File: src/hw/rtl/lis_pkg.sv
// Shared types and constants for the LIS length tracker.
// No dependencies; used by every file under hw/rtl.
package lis_pkg;

  localparam int LIS_MAX_TAILS  = 256;  // default tail store depth
  localparam int LIS_VALUE_BITS = 32;   // default element width

  localparam int LEN_W      = 9;        // length field width
  localparam int LEN_MAX    = 511;      // length field saturation value
  localparam int OUT_DATA_W = ((LEN_W + 7) / 8) * 8;

  // front-to-back queue
  localparam int QDEPTH = 4;
  localparam int QPTR_W = $clog2(QDEPTH);
  localparam int QCNT_W = $clog2(QDEPTH + 1);

  typedef struct packed {
    logic first;  // clear the tail store before this element
    logic last;   // final element of the sequence
  } lis_ctl_t;

  typedef enum logic [1:0] {
    ST_IDLE,
    ST_SEARCH,
    ST_UPDATE,
    ST_EMIT
  } lis_state_t;

endpackage

File: src/hw/rtl/lis_front.sv
// Input side: takes stream transactions, splits out the key and the control
// flags, and holds them in a short queue for the back end. Uses lis_pkg.
module lis_front #(
  parameter int VALUE_BITS = lis_pkg::LIS_VALUE_BITS,
  parameter int IN_DATA_W  = ((VALUE_BITS + 7) / 8) * 8
) (
  input  logic                    clk,
  input  logic                    rst_n,
  input  logic                    in_tvalid,
  output logic                    in_tready,
  input  logic [IN_DATA_W-1:0]    in_tdata,
  input  logic                    in_tuser,
  input  logic                    in_tlast,
  output logic                    deq_valid,
  input  logic                    deq_ready,
  output logic [VALUE_BITS-1:0]   deq_key,
  output lis_pkg::lis_ctl_t       deq_ctl
);

  logic [VALUE_BITS-1:0]         q_key_r [lis_pkg::QDEPTH];
  lis_pkg::lis_ctl_t             q_ctl_r [lis_pkg::QDEPTH];
  logic [lis_pkg::QPTR_W-1:0]    wr_ptr_r, wr_ptr_nxt;
  logic [lis_pkg::QPTR_W-1:0]    rd_ptr_r, rd_ptr_nxt;
  logic [lis_pkg::QCNT_W-1:0]    fill_r, fill_nxt;
  logic                          push, pop;
  lis_pkg::lis_ctl_t             in_ctl;

  assign in_tready = (fill_r != lis_pkg::QCNT_W'(lis_pkg::QDEPTH));
  assign deq_valid = (fill_r != '0);
  assign push      = in_tvalid & in_tready;
  assign pop       = deq_valid & deq_ready;

  // classify: low VALUE_BITS of tdata are the element, tuser is the clear flag
  assign in_ctl.first = in_tuser;
  assign in_ctl.last  = in_tlast;

  assign deq_key = q_key_r[rd_ptr_r];
  assign deq_ctl = q_ctl_r[rd_ptr_r];

  always_comb begin
    wr_ptr_nxt = wr_ptr_r;
    rd_ptr_nxt = rd_ptr_r;
    fill_nxt   = fill_r;
    if (push) begin
      wr_ptr_nxt = (wr_ptr_r == lis_pkg::QPTR_W'(lis_pkg::QDEPTH - 1)) ? '0 : wr_ptr_r + 1'b1;
    end
    if (pop) begin
      rd_ptr_nxt = (rd_ptr_r == lis_pkg::QPTR_W'(lis_pkg::QDEPTH - 1)) ? '0 : rd_ptr_r + 1'b1;
    end
    if (push && !pop) begin
      fill_nxt = fill_r + 1'b1;
    end else if (pop && !push) begin
      fill_nxt = fill_r - 1'b1;
    end
  end

  always_ff @(posedge clk) begin
    if (!rst_n) begin
      wr_ptr_r <= '0;
      rd_ptr_r <= '0;
      fill_r   <= '0;
    end else begin
      wr_ptr_r <= wr_ptr_nxt;
      rd_ptr_r <= rd_ptr_nxt;
      fill_r   <= fill_nxt;
    end
  end

  always_ff @(posedge clk) begin
    if (push) begin
      q_key_r[wr_ptr_r] <= in_tdata[VALUE_BITS-1:0];
      q_ctl_r[wr_ptr_r] <= in_ctl;
    end
  end

endmodule

File: config.mk
export PLATFORM = sky130hd
export DESIGN_NAME = lis_front
export DESIGN_NICKNAME = d
export VERILOG_FILES = /design/src/hw/rtl/lis_pkg.sv /design/src/hw/rtl/lis_front.sv
export SDC_FILE = /design/constraint.sdc
export NUM_CORES = 1
export LEC_CHECK = 0
export ABC_AREA = 1
export ABC_CLOCK_PERIOD_IN_PS = 3600
export BUFFER_PORTS_ARGS = -buffer_cell sky130_fd_sc_hd__buf_2
export CAP_MARGIN = 20
export CORE_AREA = 2 2 116 118
export DETAILED_ROUTE_END_ITERATION = 16
export DIE_AREA = 0 0 118 120
export PLACE_DENSITY_LB_ADDON = 0.1
export SYNTH_ARGS = -nofsm -noshare
export SYNTH_HDL_FRONTEND = slang
export SYNTH_SLANG_ARGS = --single-unit
export TNS_END_PERCENT = 10
File: constraint.sdc
create_clock -name clk -period 3.6 [get_ports clk]
set_input_delay 0.18 -clock clk [delete_from_list [all_inputs] [get_ports clk]]
set_output_delay 0.18 -clock clk [all_outputs]
set_load 0.01 [all_outputs]
==> metrics.md, run 1 <==
| Metric | Value |
|---|---|
| Total grt overflow | 0 |
| Routed via count | 3470 |
| Max Cap Viol | 0 |
| Worst Path Required | 3.42 ns |
| FF-to-FF setup slack | 1.46 ns |
| Diodes inserted | 0 |
| PostCTS Resize Cnt | 0 |
| Setup TNS | 0 ns |
| Cts hold-fix bufs | 34 |
| IO Count | 74 |
| Syn avg cell area | 14.4 sq um |
| Via density | 4.96 |
| H-tree Lvls | 4 |
| Synth top area cells | edfxtp_1, o21ai_0, o22ai_2 |
| Largest net degree at the start of global routing | 69 |
| Largest fanout on the critical path | 38 |
| Power Density | 747 mW/mm^2 |
| Most frequent cells in the layout | edfxtp_1, buf_2, o21ai_0 |
| Leading area contributor after synthesis | edfxtp_1 |
| Gate Count Post-Synth | 398 |
| Relative slew slack | 0.560 |
| Critical Path End | deq_key[5] |
| Clock skew | 0.00648 ns |
| CTS tree | yes |
| Routed wire length | 11400 microns |
| Fin. Hold Viols | 0 |
| CTS Root Buffer Type | clkbuf_16 |
| Min Hold Slack | 0.0550 ns |
| Clock latency on the worst-skew pair | 0.41 ns |
| Final instance area | 0.00721 sq mm |
| Slew Limit Fails | 0 |
| Clock Path Buffers | 2 |
| Most common cell after layout, fill and taps aside | edfxtp_1 |
| Crit share post-route | 0.657 |
| Core area | 0.0130 sq mm |
| Number of post-CTS setup repair buffers | 0 |
| VDD IR max | 0.381 mV |
| Period minus WS final | 2.37 ns |
| Distinct cells, synth | 23 |
| Worst-Margin Slew | 0.659 ns |
| CTS Sinks | 145 |
| First-pass iteration count of the detailed router | 4 |
| Synthesis-to-finish area growth | 25.6% |
| Synthesized Nets | 443 |
| Final setup vio count | 0 |
| Max Clock Freq | 423 MHz |
| Full die area | 0.0142 sq mm |
| RSZ-0062 raised after global routing | false |
| Seq/Total Area, Yosys | 0.743 |
| Chip Height | 120 microns |
| DRC | 0 |
| Synth Warn # | 0 |
| Initial antenna violation count | 0 |
| Reg-to-reg startpoint | fill_r[1] |
| First-pass GRT wire length | 18200 microns |
| GPL Wtd Cong | 0.687 |
| R2R depth | 9 |
| Reg2reg end | fill_r[1] |
| Vias in the first global route | 3504 |
| Mapped cell area | 0.00574 sq mm |
| Yosys reg bits | 145 |
| Placed inst area | 0.00624 sq mm |
| Post-DP HPWL | 6560 microns |
| Port Buffers | 73 |
| Num CTS Buffers | 17 |
| Worst path arrival time | 2.18 ns |
| Drt wl/cell | 16.3 microns |
| Routed Antenna Nets | 0 |
| Critical path class | reg2out |
| Power, Total | 5380 uW |
| Row count | 42 |
| Worst-path clk slew | 0.06 ns |
| Worst Hold Class | in2reg |
| Initial drt markers | 149 |
| Final #Nets | 555 |
| Layout cells sized above 1 | 0.294 |
| P_leak | 0.00260 uW |
| Starting density of the core | 0.442 |
| Die width | 118 microns |
| Total track usage | 0.171 |
| Crit. End Element | output port |
| Yosys top cell area share | 0.712 |
| CP startpoint kind | flip-flop |
| Result of the run | complete, no violations |
-- sequential cells by signal, indices dropped and copies added, names as in the netlist, named ones only --
| signal | cells |
|---|---|
| q_key_r | 128 |
| q_ctl_r | 8 |
| fill_r | 3 |
| rd_ptr_r | 2 |
| wr_ptr_r | 2 |
-- logic make-up (layout without fill, tap and decap cells) --
family                   after synthesis  after routing  share of synthesized area
flip-flops                           145            145                      0.743
AO/OA/AOI/OAI                        107            107                      0.123
buffers and inverters                 37            162                     0.0405
AND/OR/NAND/NOR                      102            102                     0.0774
adder cells (fa/ha/maj)                7              7                     0.0166
-- stage by stage --
step / std cells / setup slack (ns) / util
6_report: 699 / 1.24 / 0.555
5_1_grt: 699 / 1.03 / 0.555
4_1_cts: 699 / 1.18 / 0.555
3_5_place_dp: 633 / 1.45 / 0.481
3_3_place_gp: 633 / 1.53 / 0.481
2_1_floorplan: 398 / 0.988 / -
-- worst min path at each step --
stage | start | endpoint | cells after the start
final | rst_n | wr_ptr_r[1] | 3
after global routing | rst_n | wr_ptr_r[1] | 3
after CTS | rst_n | wr_ptr_r[1] | 3
after detailed placement | in_tdata[12] | q_key_r[3][12] | 1
after global placement | in_tdata[12] | q_key_r[3][12] | 1
after floorplan | in_tlast | q_ctl_r[0][0] | 0
-- where the power goes --
group | internal (uW) | leakage [uW] | switching (uW) | total (uW)
combinational | 499 | 0.000980 | 858 | 1360
clock | 1220 | 0.000299 | 637 | 1850
sequential | 2060 | 0.00132 | 112 | 2170
-- synth_stat cells --
| master | number |
|---|---|
| nor2_1 | 64 |
| ha_1 | 6 |
| dfxtp_1 | 9 |
| o22ai_1 | 14 |
| o21ai_1 | 5 |
| clkbuf_2 | 2 |
| nor2_2 | 20 |
| buf_2 | 12 |
| buf_4 | 2 |
| a21oi_1 | 3 |
| o22ai_2 | 20 |
| nand3b_1 | 2 |
| buf_12 | 3 |
| o21ai_0 | 65 |
| buf_6 | 2 |
| nand3_1 | 1 |
| fa_1 | 1 |
| inv_2 | 1 |
| edfxtp_1 | 136 |
| inv_6 | 1 |
| nand2_1 | 14 |
| nand4_1 | 1 |
| inv_1 | 14 |
-- critical path, cell delays in order (launching register included) --
cell and delay (ns):
dfxtp_2 0.72, buf_4 0.46, o21ai_0 0.16, o22ai_1 0.22, buf_2 0.17
-- per-layer routing --
layer  GRT usage  vias to the layer above  part of all wire
li1            -                     1685                 -
met1       0.219                     1698              0.46
met2       0.274                       70              0.48
met3      0.0518                       17             0.038
met4      0.0678                        0             0.015
met5           0                        -                 0
-- final cells by class --
class / instances / area (sq um)
clock buffers: 19 / 433
clock inverters: 13 / 191
fillers: 1095 / 5770
inverters: 16 / 65.1
multi-input cells: 216 / 1270
flip-flops and latches: 145 / 4270
well taps: 176 / 220
repair buffers: 114 / 758
(Power assumes the default switching activity.)
==> run 2, diff against run 1 <==
- ABC_CLOCK_PERIOD_IN_PS: 3600 -> 2300
- clock period: 3.6 -> 2.3 ns (I/O delays scaled with it)
==> metrics.md, run 2 (same netlist as run 1, synthesis figures left out) <==
| Metric | Value |
|---|---|
| Result of the run | complete, no violations |
| Synthesis-to-finish area growth | 26.9% |
| Max Cap Viol | 0 |
| Power Density | 1140 mW/mm^2 |
| RSZ-0062 raised after global routing | false |
| Final #Nets | 565 |
| Worst path arrival time | 1.93 ns |
| Number of post-CTS setup repair buffers | 0 |
| Met1 Usage GRT | 0.207 |
| Largest net degree at the start of global routing | 69 |
| Total grt overflow | 0 |
| DRC | 0 |
| Post-route insts no fill | 709 |
| First-pass iteration count of the detailed router | 4 |
| Starting density of the core | 0.442 |
| H-tree Lvls | 4 |
| Routed wire length | 11000 microns |
| Crit. End Element | output port |
| CTS Sinks | 145 |
| Port Buffers | 73 |
| Clock latency on the worst-skew pair | 0.41 ns |
| Met2 Use GR | 0.278 |
| FF-to-FF setup slack | 0.53 ns |
| Largest register FFs | 128 |
| Hold path cells | 3 |
| Worst-path clk slew | 0.06 ns |
| Period minus WS final | 2.04 ns |
| IO Count | 74 |
| Delay-heaviest family, CP | buffers and inverters |
| Via density | 4.87 |
| CTS Root Buffer Type | clkbuf_16 |
| Final instance area | 0.00728 sq mm |
| R2R depth | 9 |
| Met3 Use GR | 0.0399 |
| Post-DP HPWL | 6480 microns |
| Drt wl/cell | 15.6 microns |
| Placed insts | 640 |
| Layout cells sized above 1 | 0.306 |
| Top flop regs | q_key_r x128, q_ctl_r x8, fill_r x3 |
| Fin. Hold Viols | 0 |
| Clock Path Buffers | 2 |
| Most frequent cells in the layout | edfxtp_1, buf_2, o21ai_0 |
| Buf/Inv on CP | 2 |
| Max Clock Freq | 489 MHz |
| Full die area | 0.0142 sq mm |
| Row count | 42 |
| GPL Wtd Cong | 0.766 |
| Most common cell after layout, fill and taps aside | edfxtp_1 |
| P_leak | 0.00263 uW |
| Core area | 0.0130 sq mm |
| Worst Hold Class | in2reg |
| Most flops, register | q_key_r |
| Clock skew | 0.00612 ns |
| Initial drt markers | 218 |
| CP startpoint kind | flip-flop |
| Critical path class | reg2out |
| Busiest grt layer | met2 |
| CTS tree | yes |
| Chip Height | 120 microns |
| Reg-to-reg startpoint | fill_r[1] |
| Relative slew slack | 0.616 |
| Diodes inserted | 0 |
| Largest fanout on the critical path | 68 |
| Die width | 118 microns |
| Worst-Margin Slew | 0.576 ns |
| First-pass GRT wire length | 17800 microns |
| Vias in the first global route | 3374 |
| Slew Limit Fails | 0 |
| Worst Path Required | 2.18 ns |
| Initial antenna violation count | 0 |
| Placed inst area | 0.00632 sq mm |
| CP max-delay cell | inv_6 |
| VDD IR max | 0.585 mV |
| Hold Crit Endpoint | rd_ptr_r[1] |
| Reg2reg end | fill_r[1] |
| Crit path cell chain | inv_6 -> o21ai_0 -> o22ai_1 -> buf_2 |
| Setup TNS | 0 ns |
| Total track usage | 0.168 |
| Routed via count | 3456 |
| Hold_sp | deq_ready |
| Final setup vio count | 0 |
| Filler cell count in the final layout | 1101 |
| Crit share post-route | 0.889 |
| Max stage delay on crit path | 0.46 ns |
| Num CTS Buffers | 17 |
| Routed Antenna Nets | 0 |
-- run 2: stage by stage --
step	utilization	power (uW)	hold slack, ns	worst slack (ns)
3_3_place_gp	0.487	5620	0.331	0.580
3_5_place_dp	0.487	5640	0.335	0.547
5_1_grt	0.561	8790	0.0421	0.164
6_report	0.561	8300	0.0248	0.256
4_1_cts	0.561	8430	0.00401	0.111
2_1_floorplan	-	4890	0.214	-0.312
-- run 2: how the worst max path moves through the flow --
| stage | from | end | cells after the start |
|---|---|---|---|
| 5_1_grt | flip-flop | deq_ctl[0] | 4 |
| 4_1_cts | flip-flop | deq_key[20] | 4 |
| 6_report | flip-flop | deq_ctl[0] | 4 |
| 2_1_floorplan | fill_r[1] | q_ctl_r[0][0] | 4 |
| 3_3_place_gp | fill_r[1] | fill_r[2] | 12 |
| 3_5_place_dp | fill_r[1] | fill_r[2] | 12 |
-- run 2: final cells by class --
| cell class | instances | area, sq um | area share |
|---|---|---|---|
| Sequential cell | 145 | 4270 | 0.586 |
| Multi-Input combinational cell | 216 | 1270 | 0.175 |
| Timing Repair Buffer | 124 | 866 | 0.119 |
| Clock buffer | 18 | 429 | 0.0589 |
| Tap cell | 176 | 220 | 0.0302 |
| Clock inverter | 14 | 164 | 0.0225 |
| Inverter | 16 | 65.1 | 0.00893 |
-- run 2: worst min-delay path: cells and delay by family --
kind                   cells  cell delay, ns
buffers and inverters      1            0.10
AND/OR/NAND/NOR            1            0.11
AO/OA/AOI/OAI              1            0.06
-- run 2: routing by layer --
layer,wire [microns],vias to the layer above
met5,0,-
met4,209,0
met3,476,14
met2,5560,72
met1,4780,1658
li1,-,1712
-- run 2: what timing repair did --
| item | in CTS | in global routing |
|---|---|---|
| hold endpoints to repair | 145 | 0 |
| resized for setup | 0 | 1 |
| hold buffers | 37 | 0 |
| endpoints found under the setup margin | 0 | 2 |
-- run 2: power breakdown --
part / leakage (uW) / internal (uW) / total (uW) / switching (uW)
Sequential: 0.00132 / 3230 / 3380 / 149
Clock: 0.000278 / 1700 / 2710 / 1010
Combinational: 0.00103 / 848 / 2220 / 1370
Total: 0.00263 / 5770 / 8300 / 2530
==> run 3, diff against run 2 <==
- REMOVE_ABC_BUFFERS: default -> 1
==> metrics.md, run 3 (same netlist as run 1, synthesis figures left out) <==
| Metric | Value |
|---|---|
| Top flop regs | q_key_r x128, q_ctl_r x8, fill_r x3 |
| Largest fanout on the critical path | 4 |
| Routed Antenna Nets | 0 |
| Max Clock Freq | 454 MHz |
| Max Cap Viol | 0 |
| Final setup vio count | 0 |
| Reg2reg end | wr_ptr_r[1] |
| Routed wire length | 11600 microns |
| RSZ-0062 raised after global routing | false |
| Via density | 4.94 |
| Number of post-CTS setup repair buffers | 0 |
| Initial drt markers | 212 |
| R2R depth | 7 |
| Row count | 42 |
| Power Density | 1130 mW/mm^2 |
| H-tree Lvls | 4 |
| Post-DP HPWL | 6670 microns |
| Chip Height | 120 microns |
| Routed via count | 3502 |
| Diodes inserted | 0 |
| CP startpoint kind | flip-flop |
| Layout cells sized above 1 | 0.300 |
| Port Buffers | 73 |
| DRC | 0 |
| Vias in the first global route | 3547 |
| Hold path cells | 4 |
| Num CTS Buffers | 17 |
| Period minus WS final | 2.20 ns |
| Largest net degree at the start of global routing | 47 |
| Crit path cell chain | inv_1 -> ha_1 -> nand3b_1 -> nand2_1 -> dlygate4sd3_1 -> nor2_1 -> dlygate4sd3_1 |
| First-pass GRT wire length | 18500 microns |
| Relative slew slack | 0.618 |
| Worst Path Required | 2.59 ns |
| GPL Wtd Cong | 0.754 |
| Clock Path Buffers | 2 |
| Core area | 0.0130 sq mm |
| Worst-path clk slew | 0.05 ns |
| Filler cell count in the final layout | 1110 |
| Hold Crit Endpoint | rd_ptr_r[1] |
| Starting density of the core | 0.442 |
| P_leak | 0.00263 uW |
| Reg-to-reg startpoint | wr_ptr_r[1] |
| Drt wl/cell | 16.4 microns |
| Initial antenna violation count | 0 |
| Max stage delay on crit path | 0.55 ns |
| Result of the run | complete, no violations |
| CTS Sinks | 145 |
| Most flops, register | q_key_r |
| CTS Root Buffer Type | clkbuf_16 |
| FF-to-FF setup slack | 0.1 ns |
| Pre-CTS WS | 0.515 ns |
| IO Count | 74 |
| Total grt overflow | 0 |
| Hold_sp | deq_ready |
| CTS tree | yes |
| Worst-Margin Slew | 0.573 ns |
| CP max-delay cell | dlygate4sd3_1 |
| Worst Hold Class | in2reg |
| Most used cell, CP | dlygate4sd3_1 |
| Synthesis-to-finish area growth | 26.1% |
| Clock latency on the worst-skew pair | 0.41 ns |
| Min Hold Slack | 0.0320 ns |
| Total track usage | 0.176 |
| Critical path class | reg2reg |
| Crit share post-route | 0.957 |
| Full die area | 0.0142 sq mm |
| First-pass iteration count of the detailed router | 4 |
| Setup ws final | 0.0979 ns |
| Fin. Hold Viols | 0 |
| Worst path arrival time | 2.50 ns |
| Crit. End Element | flip-flop |
| Clock skew | 0.0102 ns |
| Final core occ | 0.557 |
| Final #Nets | 566 |
| Most common cell after layout, fill and taps aside | edfxtp_1 |
| VDD IR max | 0.744 mV |
| Die width | 118 microns |
| Most frequent cells in the layout | edfxtp_1, buf_2, o21ai_0 |
| Slew Limit Fails | 0 |
| Largest register FFs | 128 |
-- run 3: cell count changes in the layout (fill, tap and decap cells not counted), sizes merged --
cell / change
clkinv: +1
clkinvlp: -4
clkbuf: +5
bufinv: -1
inv: -2
buf: +1
-- run 3: how the worst max path moves through the flow --
stage / start / endpoint / slack, ns / depth (start not counted)
floorplan: fill_r[1] / q_ctl_r[0][0] / -0.31 / 4
global placement: fill_r[1] / fill_r[2] / 0.58 / 12
detailed placement: fill_r[1] / fill_r[2] / 0.51 / 12
CTS: wr_ptr_r[0] / wr_ptr_r[1] / 0.08 / 7
global route: wr_ptr_r[1] / wr_ptr_r[1] / 0.002 / 7
finish: wr_ptr_r[1] / wr_ptr_r[1] / 0.1 / 7
-- run 3: per-stage QoR --
step           TNS, ns  std cells  power [uW]  cell area, sq um
2_1_floorplan   -42.38        377        4710              5570
3_3_place_gp         0        641        5630              6330
3_5_place_dp         0        641        5670              6330
4_1_cts              0        709        8260              7230
5_1_grt              0        709        8620              7230
6_report             0        709        8150              7230
-- run 3: metal layers --
| metal | track usage | part of all wire |
|---|---|---|
| met5 | 0 | 0 |
| met4 | 0.0730 | 0.013 |
| met3 | 0.0542 | 0.043 |
| met2 | 0.295 | 0.50 |
| met1 | 0.211 | 0.44 |
-- run 3: area by class of cell --
cell class	instances	area, sq um	area share
clock inverter	8	88.8	0.0123
inverter	16	65.1	0.00899
sequential	145	4270	0.590
timing repair buffer	125	873	0.121
multi-input combinational	216	1270	0.176
tap	176	220	0.0304
clock buffer	23	448	0.0619
-- run 3: report_power, final --
group          switching (uW)  internal [uW]
sequential                108           3230
clock                     950           1570
combinational            1430            867
-- run 3: timing repair --
item | CTS | global route
endpoints found under the hold margin | 143 | 0
endpoints found under the setup margin | 0 | 1
resized for setup | 0 | 1
hold buffers | 37 | 0
-- run 3: critical path: cells and delay by family (launching register included) --
family                   cells  cell delay (ns)
flip-flops                   1             0.39
AND/OR/NAND/NOR              3             0.26
adder cells (fa/ha/maj)      1             0.28
buffers and inverters        3             1.17
